File: src/rtl/fcgi_rd_pkg.sv
// Shared types and constants for the FastCGI response record deframer.
// No dependencies; imported by fastcgi_response_record_deframer_top.
package fcgi_rd_pkg;

    localparam int unsigned HDR_LEN = 8;
    localparam int unsigned HDR_IDX_W = $clog2(HDR_LEN);

    // Header byte positions
    localparam logic [HDR_IDX_W-1:0] HDR_TYPE   = HDR_IDX_W'(1);
    localparam logic [HDR_IDX_W-1:0] HDR_ID_HI  = HDR_IDX_W'(2);
    localparam logic [HDR_IDX_W-1:0] HDR_ID_LO  = HDR_IDX_W'(3);
    localparam logic [HDR_IDX_W-1:0] HDR_LEN_HI = HDR_IDX_W'(4);
    localparam logic [HDR_IDX_W-1:0] HDR_LEN_LO = HDR_IDX_W'(5);
    localparam logic [HDR_IDX_W-1:0] HDR_PAD    = HDR_IDX_W'(6);
    localparam logic [HDR_IDX_W-1:0] HDR_LAST   = HDR_IDX_W'(HDR_LEN - 1);

    // Record types
    localparam logic [7:0] TYPE_END_REQUEST = 8'd3;
    localparam logic [7:0] TYPE_STDOUT      = 8'd6;
    localparam logic [7:0] TYPE_STDERR      = 8'd7;

    // Result kinds
    localparam logic [1:0] KIND_STDOUT = 2'd0;
    localparam logic [1:0] KIND_STDERR = 2'd1;
    localparam logic [1:0] KIND_END    = 2'd2;

    localparam logic [15:0] ACCEPT_ID_RESET = 16'd1;

    typedef enum logic [2:0] {
        PH_HDR  = 3'b001,
        PH_CONT = 3'b010,
        PH_PAD  = 3'b100
    } t_phase;

    typedef struct packed {
        logic       valid;
        logic [7:0] data;
        logic [1:0] kind;
    } t_result;

endpackage

File: src/rtl/fastcgi_response_record_deframer_top.sv
// FastCGI response record deframer: parses record headers, forwards matching
// STDOUT/STDERR content bytes and emits an end marker. Uses fcgi_rd_pkg.
//
//   channel | dir | handshake                  | payload
//   --------+-----+----------------------------+--------------------------------
//   s       | in  | s_tvalid / s_tready        | s_tdata[7:0] = in_byte
//   m       | out | m_tvalid / m_tready        | m_tdata[7:0] = out_byte,
//           |     |                            | m_tuser[1:0] = kind
//   cfg     | in  | cfg_valid / cfg_ready      | cfg_data[15:0] = accepted record id
//
// One byte per cycle while s_tready is high: the parser updates its
// header/counter state and registers any result in the cycle the byte is accepted.
// A two-entry output stage (result register plus skid register) keeps
// s_tready registered; input stalls only when both entries are full.
// Reset is synchronous, active low; the accepted record id resets to 1.
// cfg_ready is always high.
module fastcgi_response_record_deframer_top (
    input  logic        i_clk,
    input  logic        i_rst_n,
    input  logic        s_tvalid,
    output logic        s_tready,
    input  logic [7:0]  s_tdata,   // [7:0] in_byte
    output logic        m_tvalid,
    input  logic        m_tready,
    output logic [7:0]  m_tdata,   // [7:0] out_byte
    output logic [1:0]  m_tuser,   // [1:0] kind
    input  logic        cfg_valid,
    output logic        cfg_ready,
    input  logic [15:0] cfg_data   // [15:0] accepted record id
);
    import fcgi_rd_pkg::*;

    logic [15:0]          r_accept_id;
    t_phase               r_phase, n_phase;
    logic [HDR_IDX_W-1:0] r_hdr_idx, n_hdr_idx;
    logic [7:0]           r_type, n_type;
    logic [7:0]           r_id_hi, n_id_hi;
    logic                 r_match, n_match;
    logic [15:0]          r_content_left, n_content_left;
    logic [7:0]           r_padding_left, n_padding_left;
    t_result              r_out, r_skid;
    t_result              res;

    logic        s_fire;
    logic        m_pop;
    logic [15:0] content_dec;
    logic        is_stream;

    assign cfg_ready = 1'b1;
    assign s_tready  = !r_skid.valid;
    assign s_fire    = s_tvalid && s_tready;
    assign m_tvalid  = r_out.valid;
    assign m_tdata   = r_out.data;
    assign m_tuser   = r_out.kind;
    assign m_pop     = r_out.valid && m_tready;

    assign content_dec = r_content_left - 16'd1;
    assign is_stream   = r_type inside {TYPE_STDOUT, TYPE_STDERR};

    always_comb begin
        n_phase        = r_phase;
        n_hdr_idx      = r_hdr_idx;
        n_type         = r_type;
        n_id_hi        = r_id_hi;
        n_match        = r_match;
        n_content_left = r_content_left;
        n_padding_left = r_padding_left;
        res            = '{valid: 1'b0, data: 8'd0, kind: KIND_END};

        case (r_phase)
            PH_CONT: begin
                if (r_match && is_stream) begin
                    res = '{valid: 1'b1, data: s_tdata,
                            kind: (r_type == TYPE_STDOUT) ? KIND_STDOUT : KIND_STDERR};
                end
                n_content_left = content_dec;
                if (content_dec == 16'd0) begin
                    if (r_padding_left != 8'd0) begin
                        n_phase = PH_PAD;
                    end else begin
                        n_phase   = PH_HDR;
                        n_hdr_idx = '0;
                        if (r_match && r_type == TYPE_END_REQUEST) begin
                            res.valid = 1'b1;
                        end
                    end
                end
            end
            PH_PAD: begin
                n_padding_left = r_padding_left - 8'd1;
                if (r_padding_left == 8'd1) begin
                    n_phase   = PH_HDR;
                    n_hdr_idx = '0;
                    res.valid = r_match && (r_type == TYPE_END_REQUEST);
                end
            end
            default: begin
                n_phase = PH_HDR;
                case (r_hdr_idx)
                    HDR_TYPE:   n_type = s_tdata;
                    HDR_ID_HI:  n_id_hi = s_tdata;
                    HDR_ID_LO:  n_match = ({r_id_hi, s_tdata} == r_accept_id);
                    HDR_LEN_HI: n_content_left = {8'd0, s_tdata};
                    HDR_LEN_LO: n_content_left = {r_content_left[7:0], s_tdata};
                    HDR_PAD:    n_padding_left = s_tdata;
                    default: ;
                endcase
                if (r_hdr_idx == HDR_LAST) begin
                    n_hdr_idx = '0;
                    if (r_content_left != 16'd0) begin
                        n_phase = PH_CONT;
                    end else if (r_padding_left != 8'd0) begin
                        n_phase = PH_PAD;
                    end else begin
                        res.valid = r_match && (r_type == TYPE_END_REQUEST);
                    end
                end else begin
                    n_hdr_idx = r_hdr_idx + HDR_IDX_W'(1);
                end
            end
        endcase

        if (!s_fire) begin
            res.valid = 1'b0;
        end
    end

    // Parser state
    always_ff @(posedge i_clk) begin
        if (!i_rst_n) begin
            r_accept_id    <= ACCEPT_ID_RESET;
            r_phase        <= PH_HDR;
            r_hdr_idx      <= '0;
            r_type         <= 8'd0;
            r_id_hi        <= 8'd0;
            r_match        <= 1'b0;
            r_content_left <= 16'd0;
            r_padding_left <= 8'd0;
        end else begin
            if (cfg_valid && cfg_ready) begin
                r_accept_id <= cfg_data;
            end
            if (s_fire) begin
                r_phase        <= n_phase;
                r_hdr_idx      <= n_hdr_idx;
                r_type         <= n_type;
                r_id_hi        <= n_id_hi;
                r_match        <= n_match;
                r_content_left <= n_content_left;
                r_padding_left <= n_padding_left;
            end
        end
    end

    // Output register with skid entry
    always_ff @(posedge i_clk) begin
        if (!i_rst_n) begin
            r_out.valid  <= 1'b0;
            r_skid.valid <= 1'b0;
        end else if (m_pop) begin
            if (r_skid.valid) begin
                // advance skid entry, park any new result behind it
                r_out  <= r_skid;
                r_skid <= res;
            end else begin
                r_out <= res;
            end
        end else if (!r_out.valid) begin
            r_out <= res;
        end else if (res.valid) begin
            r_skid <= res;
        end
    end

`ifndef SYNTHESIS
    a_skid_behind_out: assert property (@(posedge i_clk) disable iff (!i_rst_n)
        r_skid.valid |-> r_out.valid)
        else $error("skid entry valid with empty output register");

    a_content_nonzero: assert property (@(posedge i_clk) disable iff (!i_rst_n)
        (r_phase == PH_CONT) |-> (r_content_left != 16'd0))
        else $error("content phase with zero content count");

    a_padding_nonzero: assert property (@(posedge i_clk) disable iff (!i_rst_n)
        (r_phase == PH_PAD) |-> (r_padding_left != 8'd0))
        else $error("padding phase with zero padding count");

    a_hdr_idx_phase: assert property (@(posedge i_clk) disable iff (!i_rst_n)
        (r_hdr_idx != '0) |-> (r_phase == PH_HDR))
        else $error("header index moved outside header phase");

    a_end_marker_zero: assert property (@(posedge i_clk) disable iff (!i_rst_n)
        (m_tvalid && m_tuser == KIND_END) |-> (m_tdata == 8'd0))
        else $error("end marker carries nonzero data");

    a_no_result_without_beat: assert property (@(posedge i_clk) disable iff (!i_rst_n)
        (!r_out.valid && !s_fire) |=> !r_out.valid)
        else $error("result appeared without an input beat");
`endif

endmodule

File: config.mk
export PLATFORM = sky130hd
export DESIGN_NAME = fastcgi_response_record_deframer_top
export DESIGN_NICKNAME = d
export VERILOG_FILES = /design/src/rtl/fcgi_rd_pkg.sv /design/src/rtl/fastcgi_response_record_deframer_top.sv
export SDC_FILE = /design/constraint.sdc
export NUM_CORES = 1
export LEC_CHECK = 0
export BUFFER_PORTS_ARGS = -buffer_cell sky130_fd_sc_hd__buf_2
export CORE_MARGIN = 2
export CORE_UTILIZATION = 54
export CTS_CLUSTER_DIAMETER = 30
export DETAILED_ROUTE_END_ITERATION = 12
export PLACE_DENSITY = 0.79
export SETUP_SLACK_MARGIN = 0.5
export SLEW_MARGIN = 20
export SYNTH_ARGS = -nofsm -noshare
export SYNTH_HDL_FRONTEND = slang
export SYNTH_SLANG_ARGS = --single-unit
File: constraint.sdc
create_clock -name i_clk -period 3.1 [get_ports i_clk]
set_input_delay 0.155 -clock i_clk [delete_from_list [all_inputs] [get_ports i_clk]]
set_output_delay 0.155 -clock i_clk [all_outputs]
set_load 0.02 [all_outputs]
==> flow_summary.ini, run 1 <==
[clocking]
cts_hold_buf = 0
cts_root_buf = clkbuf_8
clock-sinks = 85
ctsHtreeMaxLevel = 3
ctsLongestPathBuffers = 2
clk_latency_ns = 0.38
clkTransAtPathRegs_ns = 0.09
tritoncts = done
cts_buffers = 9

[synthesis]
synth_area_um2 = 4660
synth.distinct_cells = 59
yosysWarnings = 0
synth_cells = 538
synth_edf_count = 20
avgSynthCellArea_um2 = 8.67
ys_seq_area_share_pct = 40.8
yosys_register_bits = 85
ys.flop_type = dfxtp_1
synthArstFlopShare_pct = 0
synthesis.nets = 578

[floorplanning]
initial_core_util_pct = 56.2
die_h_um = 96.9
rows = 33
die_area_um2 = 9390
design.core.area_um2 = 8300
ios = 42
die_w_um = 96.9

[sta]
slew_viol_final = 0
setup_viol_count_final = 0
layout_min_cycle_time_ns = 2.76
relSlewSlack_pct = 58.7
fin_crit_sh_pct = 89.1
final.setup_skew_ns = 0.0167
max_freq_mhz = 362
hold_violations = 0
tns_ns = 0
grt_setup_unrepaired = true
worst_pin_slew_ns = 0.617

[pwr]
combPwrFrac_pct = 10.0
switching_power_mw = 0.590
swShare_pct = 27.3
p_leak_nw = 2.01
power.density_nw_per_um2 = 400
power.share.sequential_pct = 54.5
p_int_mw = 1.57
power.total_mw = 2.16
ir_worst_vdd_mv = 0.351
clkPwrFrac_pct = 35.4

[setup_path]
path_cells = inv_4, ha_4, or3b_4, o32ai_2, a32oi_2, a2111oi_4, a21o_1, nand2_2, o31ai_4, buf_6, buf_12
cp-start-kind = flop
critPathKind = flop to flop
cp_max_fo = 5
ff2ff_path_depth = 11
worstPathArrival_ns = 2.86
cp_slowest_cell = or3b_4
path_buf_inv = 3
cp.depth = 11
max_stage_delay_ns = 0.39
required_ns = 3.19
path_delay_family = compound AO/OA/AOI/OAI gates
end_kind = flop

[global_routing]
grt_max_degree = 68
antenna_found_initial = 0
grt_pass1_wl_um = 19400
grt-ovfl-total = 0
grt_usage_pct = 25.2
grt_pass1_vias = 3958

[routing]
drt_iter0_drc = 484
drcViolationCount = 0
vias_per_cell = 6.03
dr.pass1.iters = 5
wl_um = 11900
avgRoutedWirePerCell_um = 17.4
vias = 4152
detail-route-antenna-nets = 0

[placed_design]
gp_congestion = 0.901
hpwl_um = 8130
numPortBuffers = 40

[hold_path]
min_path_type = input pin to flop
holdPathStages = 3

[final_layout]
area_growth_syn_to_layout_pct = 15.9
nets = 618
drive_gt1_share_pct = 19.7
nFillCells = 711
n_antenna_cell = 0
final_util_pct = 65.1

[run]
drv_cap = 0

[outcome]
status = finished clean
cell type report:
type	count	area, um^2	area share, %
multi-input combinational	402	2670	49.3
tap	105	131	2.43
timing repair buffer	70	462	8.55
clock inverter	6	52.6	0.973
clock buffer	10	138	2.55
sequential	85	1910	35.4
inverter	10	42.5	0.788
worst min-delay path: cells and delay by family:
| kind | cells | cell delay [ns] |
|---|---|---|
| multiplexers | 1 | 0.06 |
| AND/OR/NAND/NOR | 1 | 0.06 |
| buffers and inverters | 1 | 0.08 |
path summary, 6_finish.rpt:
check | start | slack (ns) | to
hold / removal | cfg_data[0] | 0.01 | r_accept_id[0]
setup / recovery | r_content_left[0] | 0.34 | r_skid[4]
setup reg to reg | r_content_left[0] | 0.34 | r_skid[4]
hold reg to reg | r_type[7] | 0.47 | r_type[7]
cells by family after synthesis:
logic type      Yosys count  share of synthesized area [%]
other cells               1                         0.0804
mux                      17                           3.65
buf+inv                  51                           4.40
flops                    85                           40.8
simple gates            223                           25.0
xor+xnor                 20                           3.76
fa+ha+maj                11                           2.95
compound gates          130                           19.3
timing repair:
item / in CTS / in global routing
buffers inserted: 9 / 3
gates resized for setup: 7 / 12
pin swaps: 6 / 5
setup endpoints to repair: 10 / 12
hold endpoints to repair: 0 / 0
cloned: 1 / 0
layout by cell type (no fill, tap or decap), types with 5 or more instances in the layout:
master / count
edfxtp_1: 20
mux2i_1: 17
ha_1: 10
nand2_1: 59
a221oi_1: 5
buf_4: 27
nand3_1: 23
nor3b_1: 6
nor2_1: 36
nor2b_1: 23
inv_1: 8
a21oi_1: 18
dfxtp_1: 62
nand4_1: 7
clkbuf_8: 10
a22oi_1: 8
a22o_1: 8
a21boi_0: 20
o21ai_0: 34
nor4_1: 8
nand2b_1: 8
buf_2: 40
and2_1: 15
xnor2_1: 19
nor3_1: 12
cell usage after synthesis, types with 10 or more instances:
library cell	n	area [um^2]
inv_1	10	37.5
mux2i_1	17	170
nand2_1	60	225
clkbuf_1	37	139
nor2b_1	23	144
nor3_1	12	60.1
nor2_1	36	135
ha_1	11	138
o21ai_0	34	170
a21boi_0	20	150
dfxtp_1	65	1300
a21oi_1	18	90.1
xnor2_1	19	166
nand3_1	23	115
and2_1	16	100
edfxtp_1	20	601
per-layer routing:
metal  vias up  track usage [%]  wire length (um)
met5         -                0                 0
met4         0             7.69               187
met3        21             4.77               889
met2       190             40.2              5510
met1      1940             34.7              5350
li1       2001                -                 -
power groups by stage:
stage | Sequential, mW | Combinational, mW | Clock (mW)
after floorplan | 1.21 | 0.134 | 0
after global placement | 1.20 | 0.200 | 0
after detailed placement | 1.21 | 0.208 | 0
after CTS | 1.18 | 0.211 | 0.769
after global routing | 1.18 | 0.237 | 0.813
final | 1.18 | 0.217 | 0.766
stage by stage:
step / hold slack [ns] / std cells / setup WS, ns / instance area, um^2
after floorplan: 0.284 / 538 / 0.121 / 4720
after global placement: 0.372 / 659 / 0.164 / 5010
after detailed placement: 0.396 / 659 / 0.107 / 5010
after CTS: 0.0112 / 685 / 0.358 / 5310
after global routing: 0.0260 / 688 / 0.269 / 5400
final: 0.0121 / 688 / 0.338 / 5400
state kept, by name, indices dropped and copies added, names as in the netlist:
register        count
m_tdata             8
m_tuser             2
m_tvalid            1
r_accept_id        16
r_content_left     16
r_hdr_idx           3
r_id_hi             8
r_match             1
r_padding_left      8
r_phase             3
r_skid             11
r_type              8
Note: power is estimated with default switching activity, not from simulation.
==> inputs of run 2 (changes only) <==
CORE_UTILIZATION = 64   (was 54)
PLACE_DENSITY = 0.88   (was 0.79)
clock period = 3.3 ns   (was 3.1 ns; I/O delays follow)
==> flow_summary.ini, run 2 (synthesis results as in run 1) <==
[sta]
fin_crit_sh_pct = 84.9
hold_violations = 0
setup_viol_count_final = 0
grt_setup_unrepaired = true
relSlewSlack_pct = 42.6
layout_min_cycle_time_ns = 2.80
final.setup_skew_ns = 0.0126
max_freq_mhz = 357
fin_ws_ns = 0.498
tns_ns = 0
slew_viol_final = 0
worst_pin_slew_ns = 0.854

[hold_path]
min_path_type = input pin to flop
holdPathStages = 3
min_to = r_accept_id[0]
worstHoldStart = cfg_data[0]

[setup_path]
reg2reg_slack_ns = 0.50
cp-start-kind = flop
cp_max_fo = 6
ff2ff_path_depth = 10
r2r-end = r_skid[2]
worstPathArrival_ns = 2.88
worstReg2RegStart = r_content_left[0]
critPathKind = flop to flop
required_ns = 3.38
end_kind = flop

[clocking]
cts_hold_buf = 0
cts_root_buf = clkbuf_8
ctsHtreeMaxLevel = 3
clkTransAtPathRegs_ns = 0.10
ctsLongestPathBuffers = 2
clk_latency_ns = 0.36
cts_buffers = 9
tritoncts = done
clock-sinks = 85

[global_routing]
grt_pass1_wl_um = 18400
grt_max_degree = 68
grt-ovfl-total = 0
antenna_found_initial = 0
grt_usage_pct = 30.2
grt_pass1_vias = 3731

[final_layout]
nets = 607
largestRegisters = r_accept_id x16, r_content_left x16, r_skid x11
final_cell_mix = 62 x dfxtp_1, 59 x nand2_1, 40 x buf_2
drive_gt1_share_pct = 17.0
final_common_cell = dfxtp_1
final_area_um2 = 5280
n_antenna_cell = 0
area_growth_syn_to_layout_pct = 13.2

[floorplanning]
die_w_um = 89.4
die_h_um = 89.4
initial_core_util_pct = 65.3
rows = 31
ios = 42
die_area_um2 = 7980
design.core.area_um2 = 7140

[routing]
m1WireLength_um = 5030
met3WireLength_um = 1050
vias_per_cell = 6.40
drcViolationCount = 0
highest_layer = met4
drt_iter0_drc = 471
detail-route-antenna-nets = 0
avgRoutedWirePerCell_um = 17.8
wl_um = 12000
dr.pass1.iters = 5
vias = 4296
wl_met2_um = 5600

[placed_design]
gp_congestion = 0.943
pre_cts_ws_ns = 0.254
postPlaceCellArea_um2 = 4940
numPortBuffers = 40
hpwl_um = 7940

[pwr]
ir_worst_vdd_mv = 0.341
p_leak_nw = 1.96
power.density_nw_per_um2 = 397
power.total_mw = 2.09

[outcome]
status = finished clean

[run]
drv_cap = 0
-- run 2: changes by cell type in the layout (fill, tap and decap cells not counted), moves of 2 or more --
cell,before,now
buf_4,27,17
o32ai_4,0,2
nor4b_2,3,0
nor4b_1,0,3
-- run 2: worst max path at each step --
stage / from / to / slack (ns)
2_1_floorplan: r_content_left[0] / r_skid[0] / 0.32
3_5_place_dp: r_content_left[1] / r_skid[8] / 0.25
3_3_place_gp: r_content_left[1] / r_skid[9] / 0.31
6_report: r_content_left[0] / r_skid[2] / 0.50
5_1_grt: r_content_left[0] / r_skid[2] / 0.40
4_1_cts: r_content_left[0] / r_skid[2] / 0.53
-- run 2: timing repair --
item	4_1_cts	5_1_grt
gates resized for setup	11	3
pin swaps	5	3
setup endpoints to repair	10	10
cloned	1	0
setup buffers	3	5
-- run 2: per-stage QoR --
stage / hold WS, ns / std cells / utilization [%]
finish: 0.0273 / 671 / 73.9
detailed placement: 0.409 / 646 / 69.2
global route: 0.0414 / 671 / 73.9
global placement: 0.380 / 646 / 69.2
floorplan: 0.294 / 538 / -
CTS: 0.0297 / 666 / 73.1
-- run 2: worst max-delay path, stage by stage, from the launching register on --
cell,delay (ns)
dfxtp_4,0.38
inv_4,0.06
ha_4,0.13
or3b_4,0.44
o32ai_4,0.30
a22oi_2,0.13
a2111oi_4,0.40
a21o_1,0.19
nand2_2,0.08
o31ai_4,0.24
buf_6,0.16
-- run 2: report_power, final --
part	total, mW	internal [mW]	leakage [nW]	switching [mW]
Sequential	1.11	1.09	0.723	0.0215
Clock	0.787	0.363	0.104	0.424
Combinational	0.198	0.0799	1.13	0.118
Total	2.09	1.53	1.96	0.564
-- run 2: layout make-up --
type                       instances  area [um^2]
fill                             529         1860
inverter                          10         42.5
sequential                        85         1910
clock inverter                     7         82.6
clock buffer                       9          124
tap                               99          124
timing repair buffer              59          350
multi-input combinational        402         2640
-- run 2: metal layers --
| metal | vias up | track usage, % |
|---|---|---|
| li1 | 1992 | - |
| met1 | 2038 | 40.9 |
| met2 | 242 | 46.8 |
| met3 | 24 | 5.91 |
| met4 | 0 | 13.6 |
| met5 | - | 0 |
